**src/rtl/ray_sphere_intersection_macros.svh**
```systemverilog
// Assertion macros used by the ray-sphere intersection queue (rsi_fifo)
`ifndef RAY_SPHERE_INTERSECTION_MACROS_SVH
`define RAY_SPHERE_INTERSECTION_MACROS_SVH
`ifndef SYNTHESIS
`define RSI_ASSERT(lbl, clk, rst_n, prop) \
    lbl: assert property (@(posedge clk) disable iff (!rst_n) prop) \
        else $error("%m: property failed");
`define RSI_NEVER(lbl, clk, rst_n, cond) \
    lbl: assert property (@(posedge clk) disable iff (!rst_n) !(cond)) \
        else $error("%m: forbidden condition seen");
`else
`define RSI_ASSERT(lbl, clk, rst_n, prop)
`define RSI_NEVER(lbl, clk, rst_n, cond)
`endif
`endif

```
**src/rtl/rsi_pkg.sv**
```systemverilog
// Types and constants shared by the ray-sphere intersection modules
`timescale 1ns / 1ps
package rsi_pkg;

    localparam int W_C       = 32;
    localparam int W_RAD     = 31;
    localparam int W_MIN     = 17;
    localparam int W_V       = W_C + 1;
    localparam int W_A       = 67;
    localparam int W_D2      = 64;
    localparam int W_E       = 67;
    localparam int W_DELTA   = 132;
    localparam int W_ROOT    = W_DELTA / 2;
    localparam int W_NUM     = 68;
    localparam int W_MAG     = W_NUM - 1;
    localparam int W_T       = 32;
    localparam int DIV_LAT   = W_T + 3;
    localparam int Q_DEPTH   = 4;
    localparam int W_QPTR    = 2;
    localparam int W_CFG_IDX = 3;

    localparam logic [W_CFG_IDX-1:0] CFG_CENTER_X = 3'd0;
    localparam logic [W_CFG_IDX-1:0] CFG_CENTER_Y = 3'd1;
    localparam logic [W_CFG_IDX-1:0] CFG_CENTER_Z = 3'd2;
    localparam logic [W_CFG_IDX-1:0] CFG_RADIUS   = 3'd3;
    localparam logic [W_CFG_IDX-1:0] CFG_MIN_DIST = 3'd4;

    localparam logic [W_RAD-1:0] RADIUS_RESET = 31'd65536;
    localparam logic [W_MIN-1:0] MIN_RESET    = 17'd66;

    localparam logic [W_T-1:0] T_MAX = {1'b0, {(W_T-1){1'b1}}};
    localparam logic [W_T-1:0] T_MIN = {1'b1, {(W_T-1){1'b0}}};

    typedef struct packed {
        logic                      hit;
        logic signed [W_NUM-1:0]   neg_a;
        logic [W_DELTA-1:0]        delta;
        logic [W_D2-1:0]           d2;
    } t_front_item;

    typedef struct packed {
        logic full;
        logic empty;
    } t_q_stat;

    typedef struct packed {
        logic                    hit;
        logic signed [W_T-1:0]   first_t;
        logic                    near_valid;
        logic signed [W_T-1:0]   near_t;
        logic                    far_valid;
        logic signed [W_T-1:0]   far_t;
    } t_result;

endpackage

```
**src/rtl/rsi_fifo.sv**
```systemverilog
// Short item queue between the front and back pipelines
`timescale 1ns / 1ps
`include "ray_sphere_intersection_macros.svh"
module rsi_fifo (
    input  logic                 i_clk,
    input  logic                 i_rst_n,
    input  logic                 i_push,
    input  rsi_pkg::t_front_item i_item,
    input  logic                 i_pop,
    output rsi_pkg::t_front_item o_item,
    output rsi_pkg::t_q_stat     o_stat
);
    import rsi_pkg::*;

    localparam logic [W_QPTR:0] FULL_CNT = (W_QPTR + 1)'(Q_DEPTH);

    t_front_item       r_mem [Q_DEPTH];
    logic [W_QPTR-1:0] r_wr;
    logic [W_QPTR-1:0] r_rd;
    logic [W_QPTR:0]   r_cnt;

    always_ff @(posedge i_clk) begin
        if (!i_rst_n) begin
            r_wr  <= '0;
            r_rd  <= '0;
            r_cnt <= '0;
        end else begin
            if (i_push) begin
                r_wr <= r_wr + 1'b1;
            end
            if (i_pop) begin
                r_rd <= r_rd + 1'b1;
            end
            case ({i_push, i_pop})
                2'b10:   r_cnt <= r_cnt + 1'b1;
                2'b01:   r_cnt <= r_cnt - 1'b1;
                default: r_cnt <= r_cnt;
            endcase
        end
    end

    always_ff @(posedge i_clk) begin
        if (i_push) begin
            r_mem[r_wr] <= i_item;
        end
    end

    assign o_item       = r_mem[r_rd];
    assign o_stat.full  = (r_cnt == FULL_CNT);
    assign o_stat.empty = (r_cnt == '0);

    `RSI_NEVER(a_push_when_full, i_clk, i_rst_n, i_push && (r_cnt == FULL_CNT))
    `RSI_NEVER(a_pop_when_empty, i_clk, i_rst_n, i_pop && (r_cnt == '0))
    `RSI_ASSERT(a_cnt_tracks_ptrs, i_clk, i_rst_n, (r_cnt != FULL_CNT) |-> (r_wr - r_rd == r_cnt[W_QPTR-1:0]))

endmodule

```
**config.mk**
```make
export PLATFORM = sky130hd
export DESIGN_NAME = rsi_fifo
export DESIGN_NICKNAME = d
export VERILOG_FILES = /design/src/rtl/rsi_pkg.sv /design/src/rtl/rsi_fifo.sv
export VERILOG_INCLUDE_DIRS = /design/src /design/src/rtl
export SDC_FILE = /design/constraint.sdc
export NUM_CORES = 1
export LEC_CHECK = 0
export ABC_AREA = 0
export CAP_MARGIN = 20
export CORE_ASPECT_RATIO = 0.6
export CORE_MARGIN = 2
export CORE_UTILIZATION = 55
export CTS_BUF_LIST = sky130_fd_sc_hd__clkbuf_16
export CTS_CLUSTER_SIZE = 8
export DETAILED_ROUTE_END_ITERATION = 8
export DONT_BUFFER_PORTS = 1
export GPL_ROUTABILITY_DRIVEN = 0
export PLACE_DENSITY = 0.7
export SLEW_MARGIN = 20
export SYNTH_ARGS = -nofsm -noshare
export SYNTH_HDL_FRONTEND = slang
export SYNTH_SLANG_ARGS = --single-unit
```
**constraint.sdc**
```tcl
create_clock -name i_clk -period 11.08 [get_ports i_clk]
set_input_delay 1.662 -clock i_clk [delete_from_list [all_inputs] [get_ports i_clk]]
set_output_delay 1.662 -clock i_clk [all_outputs]
set_load 0.005 [all_outputs]
```
**Word level (Yosys, flattened, before mapping)**

Memories as Yosys holds them, arrays and structs flattened. A register that Yosys moved wholly into a read port is not among the register bits.
Cells that the tools add are included.

- Input port bits: 269
- Memories: 1
- Bits in registers: 7
- Bits in writable memories: 1060

- Equal/unequal tests: 3
- Reductions and logical operators: 2
- $add $sub $neg: 4
- Multiplexer cells: 5

Memories:

| memory | words | bits a word | rd ports | clocked after memory_dff | write ports | RTL line | text |
|---|---|---|---|---|---|---|---|
| r_mem | 4 | 265 | 1 | 1 | 1 | rsi_fifo.sv:17 | `t_front_item r_mem [Q_DEPTH];` |

Operators by type and width:

| kind | count |
|---|---|
| one-hot mux 3 bit (2 select lines) | 1 |
| adder 2 x 1 -> 2 bit, second input constant | 2 |
| two-way mux 2 bit | 2 |
| adder 3 x 1 -> 3 bit, second input constant | 1 |
| == test 3 bit, second input constant | 1 |
| zero test 3 bit | 1 |
| subtractor 3 x 1 -> 3 bit, second input constant | 1 |
| == test 2 x 1 -> 1 bit, second input constant | 1 |
| == test 2 bit, second input constant | 1 |
| two-way mux 1 bit | 2 |
| nonzero test 2 bit | 1 |

**Logic depth before layout (Yosys ltp)**

Gate-level depths: netlist (run 1).

- Word-level depth: 3
- Depth in mapped cells: 7
- Mapped depth without buffers: 7

**Least setup slack after synthesis (run 1)**

Ideal clock, no wire load.

- Path type: input port to flip-flop
- Start: input port i_push
- End: memory r_mem[0][0] (netlist name) (enable)
- Path slack: 2.773 ns
- Data arrival time: 7.648 ns
- Library setup time: 0.659 ns
- Buffers on the path: 0
- Required time: 10.421 ns
- Stages: 1
- Cell sequence: and2_1

- Cells in the longest elaborated chain, start to end: 2

RTL lines:

| element | RTL line | text |
|---|---|---|
| from (decl) | rsi_fifo.sv:7 | `input logic i_push,` |
| two-way mux 1 bit | rsi_fifo.sv:43 | `if (i_push) begin` |
| two-way mux 1 bit (implied by the code) | rsi_fifo.sv:44 | `r_mem[r_wr] <= i_item;` |
| to (decl) | rsi_fifo.sv:17 |  |

No other way between the ends.

==> out/results.txt, run 1 <==
# port buffers = 0
top-count cell post-synth = edfxtp_1
Final Cycle Share = 50.9%
largest net degree at the start of global routing = 172
1st-pass router iterations = 4
first-pass GRT wire length = 107 mm
Syn Inst Count = 1430
Nets = 1820
final hold violation count = 0
hold buffer count at CTS = 0
Yosys Warn Count = 0
residual DRC count = 0
crit end category = output port
Congestion Overflow GR = 0
worst slew pin tran = 1.13 ns
area of the multi-input gates = 0.00623 sq mm
FF-to-FF Start = r_wr[0]
Post-Syn Nets = 1705
row count = 75
die height = 210 um
Synth top area share = 81.7%
leading area contributor after synthesis = edfxtp_1
I/O pins = 536
antenna viol nets, final = 0
Crit path arrival time = 3.98 ns
CTS root buf = clkbuf_16
Core Box Area = 0.0700 sq mm
max-slew violations = 0
Inst Count DP = 2312
vias in the first global route = 16211
sequential share of the synthesized area = 82.2%
Critical Path RT = 9.42 ns
Cell Area, Synth = 0.0389 sq mm
Pwr Density = 212 mW/mm^2
final clock skew = 0.0210 ns
post-synth cell types = 23
DPL Wire Length = 41.6 mm
CTS buffer count = 152
Max Cap Viol = 0
leakage = 13.5 nW
WL/cell = 29.5 um
Final Critical Period = 5.64 ns
vias = 15419
Starting Density = 55.6%
Fin Setup TNS = 0 ns
Total Die Area = 0.0730 sq mm
clock-pin slew on the worst setup and hold paths = 0.05 ns
Setup violations, final = 0
status = completed
antenna violations before repair = 0
Fmax = 0.177 GHz
worst-skew pair later-pin latency = 0.71 ns
Die X = 348 um
RSZ-0062 raised after global routing = false
gr usage total = 20.2%
CP Launch Type = register
Via density = 6.20
EDFF count, synth = 1060
DRT iter0 DRCs = 1357
Setup Buffers After CTS = 0
Hold/Removal Path Class = reg -> reg
worst hold start = r_cnt[2]
H-tree depth = 4
top cells by area, synth = edfxtp_1 82%, mux4_2 15%, buf_12 1.1%
Syn-to-layout area delta = 12.4%
post-route insts no fill = 2488
clock sinks = 1069
PostCTS Resize Cnt = 0
CTS tree = yes
Syn Area/Cell = 27.2 sq um
Async SR Flop Fraction = 0%
Max-slew headroom = 24.4%
storage element area = 0.0320 sq mm
top cells by count, synth = 1060 x edfxtp_1, 265 x mux4_2, 26 x buf_2
clock buffer depth = 3
WS Path Type = reg -> out
Primary FF master, synth = edfxtp_1
worst-path fanout max = 48
Detailed Route WL = 73.5 mm
FF+latch count, synth = 1069
fillcell total = 4416
Antenna diodes = 0
layout cell share with drive strength beyond 1 = 29.4%
Max IR drop VDD = 163 uV
## cells by family after synthesis
group,count (synthesis),share of synthesized area (%)
mux,266,15.4
buf+inv,65,1.83
simple gates,16,0.241
flops,1069,82.2
fa+ha+maj,6,0.212
compound gates,3,0.0450
xor+xnor,5,0.112
## worst paths after layout
kind	depth (start not counted)	endpoint	slack (ns)
max	3	o_item[228]	5.44
min	2	r_cnt[2]	0.53
max reg2reg	5	r_mem[0][222]	7.51
min reg2reg	2	r_cnt[2]	0.53
## critical path: stages, from the launching register on
cell and delay, ns:
dfxtp_4 0.91, buf_4 0.76, buf_4 0.82, mux4_2 0.66
## sequential cells by signal, summed over array words and instances (netlist names), named ones only
signal	cells
r_mem	1060
r_cnt	3
r_rd	2
r_wr	2
## final cells by class
cell class                 instances  area share (%)
timing repair buffer              20           0.575
sequential                      1069            73.2
clock buffer                     154            8.81
clock inverter                    19           0.535
inverter                           6          0.0515
multi-input combinational        296            14.2
tap                              924            2.64
## cells in the final DEF, fill, tap and decap left out, types with 4 or more instances in the layout
cell type,count
edfxtp_1,1060
mux4_2,265
clkbuf_16,154
buf_4,13
inv_1,10
inv_6,7
dfxtp_1,7
and2_1,6
ha_1,5
and2_4,4
clkinv_16,4
## stage by stage
step / instance area (sq um) / total power, mW / hold WS, ns / worst slack [ns] / util, %
finish: 43800 / 9.27 / 0.532 / 5.44 / 62.5
global route: 43800 / 9.58 / 0.551 / 4.95 / 62.5
CTS: 43700 / 9.39 / 0.528 / 5.23 / 62.4
detailed placement: 39600 / 5.36 / 0.521 / 6.01 / 56.6
global placement: 39600 / 5.34 / 0.486 / 6.04 / 56.6
floorplan: 38900 / 5.27 / 0.473 / 2.77 / -
## layer usage
metal / GRT usage, % / part of all wire (%)
met1: 25.6 / 37
met2: 32.0 / 50
met3: 8.45 / 11
met4: 6.93 / 2.0
met5: 0 / 0
## where the power goes
part | internal [mW] | switching, mW
logic | 0.241 | 0.312
clock network | 2.45 | 1.55
registers | 4.67 | 0.0585
total | 7.36 | 1.92
Note: power is estimated with default switching activity, not from simulation.
==> inputs of run 2 (changes only) <==
==> constraint.sdc (replaced) <==
create_clock -name i_clk -period 5.91 [get_ports i_clk]
set_input_delay 0.8865 -clock i_clk [delete_from_list [all_inputs] [get_ports i_clk]]
set_output_delay 0.8865 -clock i_clk [all_outputs]
set_load 0.005 [all_outputs]
==> run 2 against run 1 <==
Compared with the run above: die area unchanged; sequential power increased by 87%; power increased by 89%; utilization increased by 0.14 points; non-clock buffer count unchanged; worst hold slack got worse by 0.27 ns; combinational power increased by 93%; clock power increased by 89%; cell area increased by 0.22%; critical path depth decreased by 1; sequential cell count unchanged; critical path type unchanged; critical endpoint is now o_item[206]; highest routed layer unchanged.
==> out/results.txt, run 2 (synthesis gave the netlist of run 1 again) <==
Setup violations, final = 0
combinational share of power = 6.1%
worst slew pin tran = 1.05 ns
DRT iter0 DRCs = 1361
leakage = 13.6 nW
clock group share of total power = 43.3%
DPL Wire Length = 42.0 mm
Hold/Removal Path Class = in -> reg
CP Launch Type = register
max FFs per register = 1060
CTS tree = yes
CP max stage cell = dfxtp_4
Max Cap Viol = 0
first-pass GRT wire length = 110 mm
CP bufs+invs = 1
die height = 210 um
largest net degree at the start of global routing = 158
Pwr Density = 399 mW/mm^2
worst-path fanout max = 89
worst-skew pair later-pin latency = 0.72 ns
final hold violation count = 0
status = completed
Final Critical Period = 3.90 ns
RSZ-0062 raised after global routing = false
fillcell total = 4447
residual DRC count = 0
vias = 15526
critical-path cell list = buf_12 -> mux4_2
Top Usage Layer GRT = met2
Max IR drop VDD = 483 uV
Inst Count DP = 2314
final clock skew = 0.0162 ns
Crit path max-delay family = flip-flops
most frequent cells in the layout = 1060 x edfxtp_1, 265 x mux4_2, 159 x clkbuf_16
vias in the first global route = 16203
Final Cycle Share = 66.0%
clock-pin slew on the worst setup and hold paths = 0.05 ns
worst hold start = i_item[71]
CP peak stage delay = 0.85 ns
Nets = 1819
Antenna diodes = 0
Pint = 13.9 mW
Max-slew headroom = 29.8%
WL/cell = 30.3 um
1st-pass router iterations = 5
Die X = 348 um
FF-to-FF Start = r_wr[1]
Fmax = 0.256 GHz
max-slew violations = 0
antenna viol nets, final = 0
M1 GR Usage = 26.3%
clock sinks = 1069
Total Die Area = 0.0730 sq mm
gr usage total = 20.8%
row count = 75
Via density = 6.22
largest registers = r_mem (1060), r_cnt (3)
clock buffer depth = 3
WS Path Type = reg -> out
Fin Setup TNS = 0 ns
Syn-to-layout area delta = 12.6%
Setup Buffers After CTS = 0
Starting Density = 55.6%
Core Box Area = 0.0700 sq mm
Congestion Overflow GR = 0
hold buffer count at CTS = 0
CTS root buf = clkbuf_16
most frequent standard cell in the layout excluding fill and tap cells = edfxtp_1
I/O pins = 536
PostCTS Resize Cnt = 0
Top reg by flops = r_mem
crit end category = output port
# port buffers = 0
M3 GR Usage = 8.58%
Reg power frac = 50.6%
CTS buffer count = 151
Critical Path RT = 5.02 ns
Sw Pwr = 3.59 mW
layout cell share with drive strength beyond 1 = 29.1%
Switching Share = 20.5%
post-route insts no fill = 2497
hold slack = 0.259 ns
Crit path arrival time = 3.01 ns
antenna violations before repair = 0
routing usage on met2 = 33.1%
Design Power = 17.5 mW
Detailed Route WL = 75.7 mm
H-tree depth = 4
[run 2: cell type report]
class	instances	area (sq um)	share of cell area [%]
timing repair buffer	20	308	0.702
clock buffer	159	3980	9.07
clock inverter	23	148	0.337
inverter	6	22.5	0.0514
sequential	1069	32000	73.0
multi-input combinational	296	6230	14.2
tap	924	1160	2.64
[run 2: final timing paths]
kind	slack [ns]	cells past startpoint	to
setup / recovery	2.01	2	o_item[206]
hold / removal	0.26	0	r_mem[3][71]
setup reg to reg	3.34	4	r_mem[1][233]
hold reg to reg	0.53	2	r_cnt[2]
[run 2: power groups by stage]
stage	clock network [mW]	logic, mW	registers, mW
after floorplan	0	0.866	8.97
after global placement	0	1.09	8.95
after detailed placement	0	1.09	8.98
after CTS	7.74	1.10	8.85
after global routing	8.06	1.13	8.86
final	7.58	1.07	8.84
[run 2: routing by layer]
| metal | wire length, um | vias up |
|---|---|---|
| li1 | - | 6388 |
| met1 | 28300 | 8407 |
| met2 | 38300 | 619 |
| met3 | 7310 | 112 |
| met4 | 1760 | 0 |
| met5 | 0 | - |
[run 2: per-stage QoR]
stage,utilization (%),area [sq um],worst slack [ns]
detailed placement,56.7,39700,2.66
global placement,56.7,39700,2.68
CTS,62.6,43800,1.87
finish,62.6,43900,2.01
floorplan,-,38900,1.35
global route,62.6,43900,1.74
